<file path="src/rtl/core/cfpf_pkg.sv">
package cfpf_pkg;

    // Field widths
    localparam int TICK_W   = 32;
    localparam int BUS_W    = 2;
    localparam int ID_W     = 29;
    localparam int DLC_W    = 4;
    localparam int DATA_W   = 64;
    localparam int PERIOD_W = 16;

    // Stream and configuration port widths
    localparam int S_TDATA_W   = 136;
    localparam int M_TDATA_W   = 72;
    localparam int CFG_INDEX_W = 8;
    localparam int CFG_DATA_W  = 32;

    // Only frames seen on this bus are taken
    localparam logic [BUS_W-1:0] BUS_ACCEPTED = 2'd1;

    // Register reset values
    localparam logic [ID_W-1:0]     MATCH_ID_RST  = 29'd0;
    localparam logic [DLC_W-1:0]    MATCH_DLC_RST = 4'd8;
    localparam logic [PERIOD_W-1:0] PERIOD_RST    = 16'd100;
    localparam logic [PERIOD_W-1:0] TIMEOUT_RST   = 16'd500;

    typedef enum logic {
        OP_FRAME    = 1'b0,
        OP_PERIODIC = 1'b1
    } opcode_e;

    typedef enum logic [CFG_INDEX_W-1:0] {
        REG_MATCH_ID      = 8'd0,
        REG_MATCH_DLC     = 8'd1,
        REG_RESEND_PERIOD = 8'd2,
        REG_FRESH_TIMEOUT = 8'd3
    } reg_index_e;

    typedef struct packed {
        logic [ID_W-1:0]     match_id;
        logic [DLC_W-1:0]    match_dlc;
        logic [PERIOD_W-1:0] resend_period_ms;
        logic [PERIOD_W-1:0] fresh_timeout_ms;
    } cfg_t;

endpackage

</file>
<file path="src/rtl/core/cfpf_cfg_regs.sv">
module cfpf_cfg_regs import cfpf_pkg::*; (
    input  logic                   aclk,
    input  logic                   aresetn,
    input  logic                   cfg_valid,
    output logic                   cfg_ready,
    input  logic [CFG_INDEX_W-1:0] cfg_index,
    input  logic [CFG_DATA_W-1:0]  cfg_data,
    output cfg_t                   cfg
);

    cfg_t cfg_reg;
    cfg_t cfg_next;

    assign cfg_ready = 1'b1;
    assign cfg     = cfg_reg;

    // Register decode; unknown indexes are dropped
    always_comb begin
        cfg_next = cfg_reg;
        if (cfg_valid) begin
            unique case (cfg_index)
                REG_MATCH_ID:      cfg_next.match_id         = cfg_data[ID_W-1:0];
                REG_MATCH_DLC:     cfg_next.match_dlc        = cfg_data[DLC_W-1:0];
                REG_RESEND_PERIOD: cfg_next.resend_period_ms = cfg_data[PERIOD_W-1:0];
                REG_FRESH_TIMEOUT: cfg_next.fresh_timeout_ms = cfg_data[PERIOD_W-1:0];
                default: ;
            endcase
        end
    end

    always_ff @(posedge aclk) begin
        if (!aresetn) begin
            cfg_reg.match_id         <= MATCH_ID_RST;
            cfg_reg.match_dlc        <= MATCH_DLC_RST;
            cfg_reg.resend_period_ms <= PERIOD_RST;
            cfg_reg.fresh_timeout_ms <= TIMEOUT_RST;
        end else begin
            cfg_reg <= cfg_next;
        end
    end

endmodule

</file>
<file path="src/rtl/core/can_frame_periodic_forwarder.sv">
// Forwards one configured CAN status frame and repeats it periodically. Each input item is a
// received frame (tuser 0) or a periodic task call (tuser 1), both stamped with the current
// millisecond tick. A matching frame from bus 1 is stored and forwarded at once; a periodic
// call that has reached the resend time resends the stored frame while it is still fresh.
// Every item yields exactly one result item. One item is taken per clock unless the m_ side
// stalls; an item is held in the input register, then its result goes to the result register
// and is presented on the m_ side. The stored frame and schedule are updated in the single
// stage between them, so back-to-back items always see the state left by the item before.
// Registers must be written only while idle; the block itself does not enforce it.
module can_frame_periodic_forwarder import cfpf_pkg::*; (
    input  logic                   aclk,
    input  logic                   aresetn,
    // Input items
    input  logic                   s_tvalid,
    output logic                   s_tready,
    // now_tick[31:0], source_bus[33:32], frame_id[62:34], frame_dlc[66:63],
    // frame_data[130:67], zero fill above
    input  logic [S_TDATA_W-1:0]   s_tdata,
    input  logic                   s_tuser,   // opcode
    // Result items
    output logic                   m_tvalid,
    input  logic                   m_tready,
    // send_data[63:0], send_dlc[67:64], is_fresh[68], zero fill above
    output logic [M_TDATA_W-1:0]   m_tdata,
    output logic                   m_tuser,   // send
    // Configuration writes
    input  logic                   cfg_valid,
    output logic                   cfg_ready,
    input  logic [CFG_INDEX_W-1:0] cfg_index,
    input  logic [CFG_DATA_W-1:0]  cfg_data
);

    cfg_t cfg;

    cfpf_cfg_regs u_cfg_regs (
        .aclk      (aclk),
        .aresetn   (aresetn),
        .cfg_valid (cfg_valid),
        .cfg_ready (cfg_ready),
        .cfg_index (cfg_index),
        .cfg_data  (cfg_data),
        .cfg       (cfg)
    );

    // Input register
    logic              in_valid_reg;
    opcode_e           in_op_reg;
    logic [TICK_W-1:0] in_now_reg;
    logic [BUS_W-1:0]  in_bus_reg;
    logic [ID_W-1:0]   in_id_reg;
    logic [DLC_W-1:0]  in_dlc_reg;
    logic [DATA_W-1:0] in_data_reg;

    // Forwarder state
    logic [DATA_W-1:0] stored_payload_reg;
    logic [DLC_W-1:0]  stored_length_reg;
    logic [TICK_W-1:0] rx_stamp_reg;
    logic              have_frame_reg;
    logic [TICK_W-1:0] next_resend_reg;

    // Result register
    logic              m_valid_reg;
    logic              m_send_reg;
    logic [DATA_W-1:0] m_data_reg;
    logic [DLC_W-1:0]  m_dlc_reg;
    logic              m_fresh_reg;

    logic advance;
    logic take;

    assign advance  = in_valid_reg && (!m_valid_reg || m_tready);
    assign s_tready = !in_valid_reg || advance;
    assign take     = s_tvalid && s_tready;

    always_ff @(posedge aclk) begin
        if (!aresetn) begin
            in_valid_reg <= 1'b0;
        end else if (s_tready) begin
            in_valid_reg <= s_tvalid;
        end
    end

    always_ff @(posedge aclk) begin
        if (take) begin
            in_op_reg   <= opcode_e'(s_tuser);
            in_now_reg  <= s_tdata[31:0];
            in_bus_reg  <= s_tdata[33:32];
            in_id_reg   <= s_tdata[62:34];
            in_dlc_reg  <= s_tdata[66:63];
            in_data_reg <= s_tdata[130:67];
        end
    end

    // Processing stage
    logic              is_periodic;
    logic              frame_match;
    logic [TICK_W-1:0] age;
    logic              fresh_old;
    logic [TICK_W-1:0] resend_eff;
    logic [TICK_W-1:0] lateness;
    logic              due;
    logic [TICK_W-1:0] next_sched;
    logic              send_now;

    always_comb begin
        is_periodic = (in_op_reg == OP_PERIODIC);
        frame_match = !is_periodic && (in_bus_reg == BUS_ACCEPTED)
                      && (in_id_reg == cfg.match_id) && (in_dlc_reg == cfg.match_dlc);
        // freshness against the state before this item
        age         = in_now_reg - rx_stamp_reg;
        fresh_old   = have_frame_reg
                      && (age <= {{(TICK_W-PERIOD_W){1'b0}}, cfg.fresh_timeout_ms});
        // unscheduled resend counts as due now; wrap-aware reached test
        resend_eff  = (next_resend_reg == '0) ? in_now_reg : next_resend_reg;
        lateness    = in_now_reg - resend_eff;
        due         = is_periodic && !lateness[TICK_W-1];
        next_sched  = in_now_reg + {{(TICK_W-PERIOD_W){1'b0}}, cfg.resend_period_ms};
        send_now    = frame_match || (due && fresh_old);
    end

    // State update
    always_ff @(posedge aclk) begin
        if (!aresetn) begin
            have_frame_reg  <= 1'b0;
            next_resend_reg <= '0;
        end else if (advance) begin
            if (frame_match) begin
                have_frame_reg  <= 1'b1;
                next_resend_reg <= next_sched;
            end else if (due) begin
                next_resend_reg <= next_sched;
            end
        end
    end

    always_ff @(posedge aclk) begin
        if (advance && frame_match) begin
            stored_payload_reg <= in_data_reg;
            stored_length_reg  <= in_dlc_reg;
            rx_stamp_reg       <= in_now_reg;
        end
    end

    // Result register
    always_ff @(posedge aclk) begin
        if (!aresetn) begin
            m_valid_reg <= 1'b0;
        end else if (advance) begin
            m_valid_reg <= 1'b1;
        end else if (m_tready) begin
            m_valid_reg <= 1'b0;
        end
    end

    always_ff @(posedge aclk) begin
        if (advance) begin
            m_send_reg  <= send_now;
            m_fresh_reg <= frame_match || fresh_old;
            if (frame_match) begin
                m_data_reg <= in_data_reg;
                m_dlc_reg  <= in_dlc_reg;
            end else if (send_now) begin
                m_data_reg <= stored_payload_reg;
                m_dlc_reg  <= stored_length_reg;
            end else begin
                m_data_reg <= '0;
                m_dlc_reg  <= '0;
            end
        end
    end

    assign m_tvalid = m_valid_reg;
    assign m_tuser  = m_send_reg;
    assign m_tdata  = {{(M_TDATA_W-DATA_W-DLC_W-1){1'b0}}, m_fresh_reg, m_dlc_reg, m_data_reg};

    // Checks
    a_match_sends: assert property (@(posedge aclk) disable iff (!aresetn)
        advance && frame_match |=> m_valid_reg && m_send_reg && m_fresh_reg && have_frame_reg)
        else $error("accepted frame not forwarded");

    a_send_fresh: assert property (@(posedge aclk) disable iff (!aresetn)
        m_valid_reg && m_send_reg |-> m_fresh_reg)
        else $error("frame sent while not fresh");

    a_idle_zero: assert property (@(posedge aclk) disable iff (!aresetn)
        m_valid_reg && !m_send_reg |-> (m_data_reg == '0) && (m_dlc_reg == '0))
        else $error("payload present without send");

endmodule

</file>
<file path="config.mk">
export PLATFORM = sky130hd
export DESIGN_NAME = can_frame_periodic_forwarder
export DESIGN_NICKNAME = d
export VERILOG_FILES = /design/src/rtl/core/cfpf_pkg.sv /design/src/rtl/core/cfpf_cfg_regs.sv /design/src/rtl/core/can_frame_periodic_forwarder.sv
export SDC_FILE = /design/constraint.sdc
export NUM_CORES = 1
export LEC_CHECK = 0
export BUFFER_PORTS_ARGS = -buffer_cell sky130_fd_sc_hd__buf_2
export CORE_ASPECT_RATIO = 0.6
export CORE_MARGIN = 2
export CORE_UTILIZATION = 50
export CTS_CLUSTER_DIAMETER = 80
export DETAILED_ROUTE_END_ITERATION = 8
export HOLD_SLACK_MARGIN = 0.02
export PLACE_DENSITY = 0.79
export RECOVER_POWER = 25
export SYNTH_ARGS = -nofsm -noshare
export SYNTH_HDL_FRONTEND = slang
export SYNTH_SLANG_ARGS = --single-unit
</file>
<file path="constraint.sdc">
create_clock -name aclk -period 16.8 [get_ports aclk]
set_input_delay 3.36 -clock aclk [delete_from_list [all_inputs] [get_ports aclk]]
set_output_delay 3.36 -clock aclk [all_outputs]
set_load 0.01 [all_outputs]
</file>
* Yosys cells after proc, flatten, opt, wreduce, memory -nomap -nowiden
Index checks and enable logic that the tools add are counted.
W data, S select, Z words.
** Word-level totals
- Register bits after elaboration :: 402
- Input port bits :: 182
- Word-level logic and storage cells :: 67
** Cells by class
- Add/sub/neg operators :: 3
- Order comparisons :: 1
- Equality and inequality tests :: 6
- Muxes and demuxes :: 9
- Reductions and logical operators :: 27
** Operators with widths (count)
- $mux W64 :: 2
- $mux W32 :: 3
- $sub A32 B32 Y32 :: 2
- $add A32 B16 Y32 :: 1
- $le A32 B16 Y1 :: 1
- $logic_not A32 Y1 :: 1
- $eq A29 B29 Y1 :: 1
- $eq A8 B2 Y1 const B :: 2
- $reduce_and A2 Y1 :: 6
- $logic_and A1 B1 Y1 :: 9
- $eq A8 B1 Y1 const B :: 1
- $logic_not A8 Y1 :: 1
- $mux W4 :: 2
- $eq A4 B4 Y1 :: 1
- $logic_not A1 Y1 :: 4
- $logic_or A1 B1 Y1 :: 4
- $reduce_bool A2 Y1 :: 2
- $eq A2 B1 Y1 const B :: 1
- $mux W1 :: 2

* Longest topological paths before layout
Gate-level depths: netlist of the first run.
- Word-level depth :: 9
- Gate-level depth with buffers :: 23
- Mapped depth without buffers :: 21

* Cells and area by module
A second synthesis of the first run with hierarchy kept.
** Second synthesis, totals
- Cell total of the unflattened synthesis :: 1587
- Area total of the unflattened synthesis :: 19536.2 um2
** By module, submodules not included
- can_frame_periodic_forwarder :: times used 1, cells an instance 1331, area each 16987.5 um2, sequential area each 9769.4 um2
- cfpf_cfg_regs :: times used 1, cells an instance 256, area each 2548.7 um2, sequential area each 1301.2 um2

* Worst setup path before layout of the first run
Ideal clock, no wire load.
- Path type :: input-to-reg
- Start point :: input port m_tready
- End point :: register rx_stamp_reg[0], enable pin
- Library setup time :: 0.561 ns
- Arrival :: 7.798 ns
- Data required time :: 16.239 ns
- Path slack :: 8.440 ns
- Cell stages on the path :: 3
- Buffers on the path :: 0
- Cells stage by stage :: nor2b_1 nand2b_1 nor2_1
** On the way
- Longest elaborated chain between the ends :: 3
** RTL lines
- start, declared :: RTL line can_frame_periodic_forwarder.sv:22 : input logic m_tready,
- $logic_or A1 B1 Y1 :: RTL line can_frame_periodic_forwarder.sv:71 : assign advance = in_valid_reg && (!m_valid_reg || m_tready);
- $logic_and A1 B1 Y1 :: RTL line can_frame_periodic_forwarder.sv:71
- $logic_and A1 B1 Y1 :: RTL line can_frame_periodic_forwarder.sv:137 : if (advance && frame_match) begin
- end signal, assigned :: RTL line can_frame_periodic_forwarder.sv:140 : rx_stamp_reg <= in_now_reg;
- end, declared :: RTL line can_frame_periodic_forwarder.sv:57 : logic [TICK_W-1:0] rx_stamp_reg;
No other way between the ends.
A chain may end at the register's enable or synchronous reset.

* Worst setup path in the final report of the first run
- Start point :: input port m_tready
- End point :: output port s_tready
** On the way
- Longest elaborated chain between the ends :: 3
** RTL lines
- $logic_or A1 B1 Y1 :: RTL line can_frame_periodic_forwarder.sv:71
- $logic_and A1 B1 Y1 :: RTL line can_frame_periodic_forwarder.sv:71
- $logic_or A1 B1 Y1 :: RTL line can_frame_periodic_forwarder.sv:72 : assign s_tready = !in_valid_reg || advance;
- end, declared :: RTL line can_frame_periodic_forwarder.sv:15 : output logic s_tready,
No other way between the ends.

==> summary.md, run 1 <==
| Metric | Value |
|---|---|
| Outcome | finished clean |
| Clk Latency, worst-skew pair | about 0.54 ns |
| R2R cell count | 19 |
| Top-count cell post-synth | edfxtp_1 |
| Count of cell types in the netlist | 63 |
| Worst R2R Setup Slack | between 10 and 15 ns |
| Post-synthesis cell count | between 1000 and 1500 |
| Hold_buf cts | 0 |
| FF+latch count, synth | 402 |
| Synth warn | 0 |
| Critical path type | in -> out |
| Initial Utilization | 50.8% |
| # H-tree levels | 2 |
| Min-Delay Path Depth | 0 |
| Synth top area share | roughly half |
| Setup bufs post-CTS | 0 |
| Leak | around 0.008 uW |
| Largest net degree at the start of global routing | 79 |
| Post-Syn Area | 0.0178 mm^2 |
| Min-delay src | in_data_reg[54] |
| Gp weighted congestion | about 0.9 |
| CP required | between 10 and 15 ns |
| Final clock skew | 0.0147 ns |
| Post-synth EDFFs | about 300 |
| Core Area | approximately 0.035 mm^2 |
| WHS | between 0.4 and 0.5 ns |
| 1st-iter DRT viols | 1025 |
| Max-slew violation count | 0 |
| Detail Route Antenna Nets | 0 |
| Worst vdd ir | between 0.09 and 0.1 mV |
| HP Class | reg -> reg |
| Fin crit period | between 7 and 8 ns |
| Die area | roughly 0.037 mm^2 |
| Synthesis-to-finish area growth | 16.2% |
| Via density | approximately 5.7 |
| Maximum Capacitance Violations | 0 |
| TritonCTS clock tree | yes |
| # setup viols final | 0 |
| FF-to-FF End | m_data_reg[16] |
| Root buf cell | clkbuf_16 |
| Max-Slew Margin vs Limit | 31.3% |
| Hold Crit Endpoint | stored_payload_reg[54] |
| Number of global-route vias before repair | roughly 12000 |
| Die X | between 200 and 250 um |
| Final core utilization | about 60% |
| Routed vias | about 13000 |
| Rows | 53 |
| Total congestion overflow | 0 |
| Mapped Avg Cell Area | around 12 um^2 |
| Clk sink count | about 400 |
| Pwr/cell area | between 100 and 150 mW/mm^2 |
| Cell taking the most area after synthesis | edfxtp_1 |
| Startpoint types | input port |
| Wirelength per Cell | between 15 and 20 um |
| R2R Path Start | in_now_reg[1] |
| # DRC | 0 |
| Tot Pwr | ~2500 uW |
| Total negative slack | 0 ns |
| Placed wire-length estimate | 30300 um |
| CP Capture Type | output pin |
| Total Routed Length | roughly 43000 um |
| Number of flip-flops in the largest register | 65 |
| First-pass GRT wire length | roughly 66000 um |
| CTS clk-pin slew, worst paths | roughly 0.060 ns |
| Seq/Total Area, Yosys | between 60 and 70% |
| Initial antenna violation count | 6 |
| DIE HEIGHT | 150 um |
| Fmax | between 0.1 and 0.15 GHz |
| TritonRoute pass-1 iters | 5 |
| Synth top area cells | edfxtp_1 51%, dfxtp_1 11%, ha_1 6.5% |
| Port bufs | ~250 |
| Worst Path Max Fanout | 4 |
| CTS max path bufs | 3 |
| Nets@finish | about 2000 |
| Tcrit/Tclk final | between 40% and 50% |
| Post_cts resized | 0 |
| Post-synth top cells | 302 x edfxtp_1, 174 x nand2_1, 155 x a21oi_1 |
| Top_reg_cell synth | edfxtp_1 |
| Arrival @ worst endpoint | ~4 ns |
| Overall Global Routing Usage | 22.7% |
| CTS buffer count | 37 |
| Unrepaired setup endpoints after global routing | false |
| Layout cell share with drive strength beyond 1 | a little under a fifth |
| Ys async rst share | 0% |
| I/O pins | between 200 and 300 |
| Worst-margin pin slew | between 1 and 1.5 ns |
| Endpoints failing hold | 0 |
[cell usage in the layout (no fill, tap or decap), types with 14 or more instances in the layout]
| master | count |
|---|---|
| edfxtp_1 | 302 |
| buf_2 | 244 |
| nand2_1 | 174 |
| a21oi_1 | 154 |
| dfxtp_1 | 100 |
| ha_1 | 93 |
| nor2_1 | 76 |
| a22o_1 | 68 |
| inv_1 | 61 |
| xor2_1 | 60 |
| o21ai_0 | 38 |
| clkbuf_16 | 38 |
| xnor2_1 | 26 |
| nand3_1 | 23 |
| nor4_1 | 20 |
| nand4_1 | 20 |
| mux2i_1 | 20 |
| a21o_1 | 17 |
| a211oi_1 | 17 |
| nor3_1 | 14 |
[kinds of logic after synthesis]
| family | share of synthesized area [%] |
|---|---|
| buffers and inverters | 2.77 |
| other | 0.0421 |
| AO/OA/AOI/OAI | 13.2 |
| XOR/XNOR | 4.23 |
| AND/OR/NAND/NOR | 9.67 |
| adder cells (fa/ha/maj) | 6.75 |
| multiplexers | 1.25 |
| flip-flops | 62.1 |
[metrics by stage]
| stage | instances | cell area, um^2 | setup WS, ns |
|---|---|---|---|
| after CTS | 2202 | 20700 | 9.53 |
| after detailed placement | 2134 | 19500 | 9.54 |
| after floorplan | 1472 | 17800 | 8.44 |
| after global placement | 2134 | 19500 | 9.55 |
| after global routing | 2203 | 20700 | 9.46 |
| final | 2203 | 20700 | 9.53 |
[worst max-delay path, stage by stage]
cell     delay [ns]
buf_2          0.10
nor2b_1        0.20
nand2_1        0.10
buf_2          0.15
[power by group]
group	total [uW]	internal, uW	switching [uW]
registers	1160	1120	37.9
logic	500	200	300
clock network	848	478	371
total	2500	1800	709
[final cells by class]
| cell class | count | area (um^2) |
|---|---|---|
| repair buffers | 255 | 1300 |
| flip-flops and latches | 402 | 11100 |
| clock inverters | 19 | 205 |
| clock buffers | 49 | 1010 |
| multi-input cells | 947 | 6300 |
| fillers | 2752 | 14400 |
| inverters | 63 | 236 |
| well taps | 467 | 584 |
| diodes | 1 | 2.50 |
[worst max path at each step]
stage | start | end | slack, ns
CTS | m_tready | s_tready | 9.53
finish | m_tready | s_tready | 9.53
floorplan | m_tready | rx_stamp_reg[0] | 8.44
global route | m_tready | s_tready | 9.46
global placement | m_tready | s_tready | 9.55
detailed placement | m_tready | s_tready | 9.54
[layer usage]
metal	share of wire [%]	wire (um)	track usage [%]	up-vias
li1	-	-	-	5921
met1	45	19400	33.2	6040
met2	44	19000	34.8	559
met3	9.3	4050	4.85	81
met4	1.8	801	5.06	10
met5	0.16	69	0	-
Power figures use the tool's default switching activity.
==> run 2: changes to the inputs <==
--- a/config.mk
+++ b/config.mk
@@ -12,7 +12,7 @@
 export CTS_CLUSTER_DIAMETER = 80
 export DETAILED_ROUTE_END_ITERATION = 8
 export HOLD_SLACK_MARGIN = 0.02
-export PLACE_DENSITY = 0.79
+export PLACE_DENSITY = 0.82
 export RECOVER_POWER = 25
 export SYNTH_ARGS = -nofsm -noshare
 export SYNTH_HDL_FRONTEND = slang
==> constraint.sdc (replaced) <==
create_clock -name aclk -period 6.3 [get_ports aclk]
set_input_delay 1.26 -clock aclk [delete_from_list [all_inputs] [get_ports aclk]]
set_output_delay 1.26 -clock aclk [all_outputs]
set_load 0.01 [all_outputs]
==> summary.md, run 2 (synthesis results as in run 1) <==
| Metric | Value |
|---|---|
| Outcome | finished clean |
| Seq pwr share | between 40 and 50% |
| Routed vias | 12581 |
| CP required | 6.69 ns |
| CTS clk-pin slew, worst paths | 0.07 ns |
| DIE HEIGHT | 150 um |
| Final clock skew | roughly 0.016 ns |
| Rows | 53 |
| Leak | ~0.008 uW |
| Pint | 4740 uW |
| First-pass GRT wire length | roughly 65000 um |
| Clk sink count | about 400 |
| Detail Route Antenna Nets | 0 |
| Switching share of power | between 20% and 30% |
| Final Instance Area | slightly above 0.02 mm^2 |
| Fmax | about 0.17 GHz |
| Post_cts resized | 0 |
| Final core utilization | slightly below 60% |
| # DRC | 0 |
| Setup bufs post-CTS | 0 |
| Hold_buf cts | 0 |
| Initial Utilization | roughly half |
| Maximum Capacitance Violations | 0 |
| Clk network pwr share | between 30% and 40% |
| Endpoints failing hold | 0 |
| CTS max path bufs | 3 |
| Total congestion overflow | 0 |
| TritonCTS clock tree | yes |
| Leading cell type in the layout, fill and taps excluded | edfxtp_1 |
| Setup WS pre-CTS | between 0.5 and 0.6 ns |
| Worst Path Max Fanout | between 60 and 70 |
| Layout cell share with drive strength beyond 1 | a little under a fifth |
| Die X | 248 um |
| I/O pins | around 260 |
| TritonRoute pass-1 iters | 7 |
| Clk Latency, worst-skew pair | around 0.54 ns |
| Port bufs | 245 |
| Synthesis-to-finish area growth | 16.2% |
| Nets@finish | between 1500 and 2000 |
| Arrival @ worst endpoint | roughly 6.3 ns |
| # H-tree levels | 2 |
| Via density | 5.71 |
| 1st-iter DRT viols | about 1100 |
| CTS buffer count | 37 |
| NetSw | 1870 uW |
| Core Area | 0.0351 mm^2 |
| Wirelength per Cell | approximately 19 um |
| Total negative slack | 0 ns |
| Root buf cell | clkbuf_16 |
| # setup viols final | 0 |
| Gp weighted congestion | between 0.8 and 0.9 |
| Worst vdd ir | approximately 0.26 mV |
| Max-slew violation count | 0 |
| Unrepaired setup endpoints after global routing | false |
| Overall Global Routing Usage | 22.5% |
| Critical path type | reg -> reg |
| Placed wire-length estimate | ~30000 um |
| Number of flip-flops in the largest register | between 60 and 70 |
| Startpoint types | flop |
| Pwr/cell area | between 300 and 400 mW/mm^2 |
| Part of the power in combinational logic | 20.2% |
| Worst-margin pin slew | approximately 1 ns |
| Initial antenna violation count | 7 |
| Non-Filler Instances | around 2200 |
| CP Capture Type | flop |
| Most frequent cells in the layout | 302 x edfxtp_1, 241 x buf_2, 174 x nand2_1 |
| Die area | 0.0372 mm^2 |
| Max-Slew Margin vs Limit | 33.8% |
| Final WS setup | around 0.43 ns |
| Placed Cells | approximately 2100 |
| Fin crit period | slightly below 6 ns |
| Total Routed Length | ~42000 um |
| Number of global-route vias before repair | roughly 12000 |
| HP Class | reg -> reg |
| Largest net degree at the start of global routing | a little over 80 |
| Placed Area | ~0.020 mm^2 |
| Tcrit/Tclk final | between 90% and 100% |
## run 2: final timing paths
check | cells after the start | startpoint | slack [ns] | end
max | 20 | in_now_reg[4] | 0.43 | m_data_reg[16]
min | 0 | in_data_reg[2] | 0.46 | stored_payload_reg[2]
max reg2reg | 20 | in_now_reg[4] | 0.43 | m_data_reg[16]
min reg2reg | 0 | in_data_reg[2] | 0.46 | stored_payload_reg[2]
## run 2: per-stage QoR
| step | hold slack (ns) | total power, uW |
|---|---|---|
| final | 0.456 | 6610 |
| after global routing | 0.459 | 6940 |
| after CTS | 0.456 | 6640 |
| after detailed placement | 0.442 | 4430 |
| after global placement | 0.430 | 4350 |
| after floorplan | 0.427 | 4040 |
## run 2: critical path, stage by stage (launching register included)
cell,delay [ns]
edfxtp_1,0.52
ha_1,0.41
a21o_1,0.21
or3_1,0.33
o21ai_2,0.31
o22ai_1,0.18
nor2_1,0.18
o21ai_0,0.12
xor2_1,0.17
ha_1,0.30
nand3_1,0.07
nand2_1,0.05
a211o_1,0.28
or4_1,0.53
a222oi_1,0.33
o2111ai_1,0.17
nor4_1,0.33
nand4_1,0.26
nor4_4,0.36
buf_12,0.31
a22o_1,0.23
## run 2: layout make-up
| cell class | count | area [um^2] |
|---|---|---|
| fillers | 2716 | 14400 |
| diodes | 3 | 7.51 |
| repair buffers | 258 | 1340 |
| clock inverters | 23 | 208 |
| inverters | 63 | 236 |
| flip-flops and latches | 402 | 11100 |
| well taps | 467 | 584 |
| multi-input cells | 947 | 6300 |
| clock buffers | 41 | 962 |
## run 2: power by group through the flow
stage,clock network (uW),logic (uW),registers (uW)
after floorplan,0,921,3110
after global placement,0,1230,3120
after detailed placement,0,1300,3130
after CTS,2250,1320,3080
after global routing,2350,1500,3090
final,2200,1330,3080
## run 2: metal layers
metal / track usage (%) / vias up / routed length (um)
met5: 0 / - / 27
met4: 5.66 / 4 / 1030
met3: 4.31 / 86 / 3760
met2: 34.0 / 575 / 18600
met1: 33.3 / 5976 / 19000
li1: - / 5940 / -
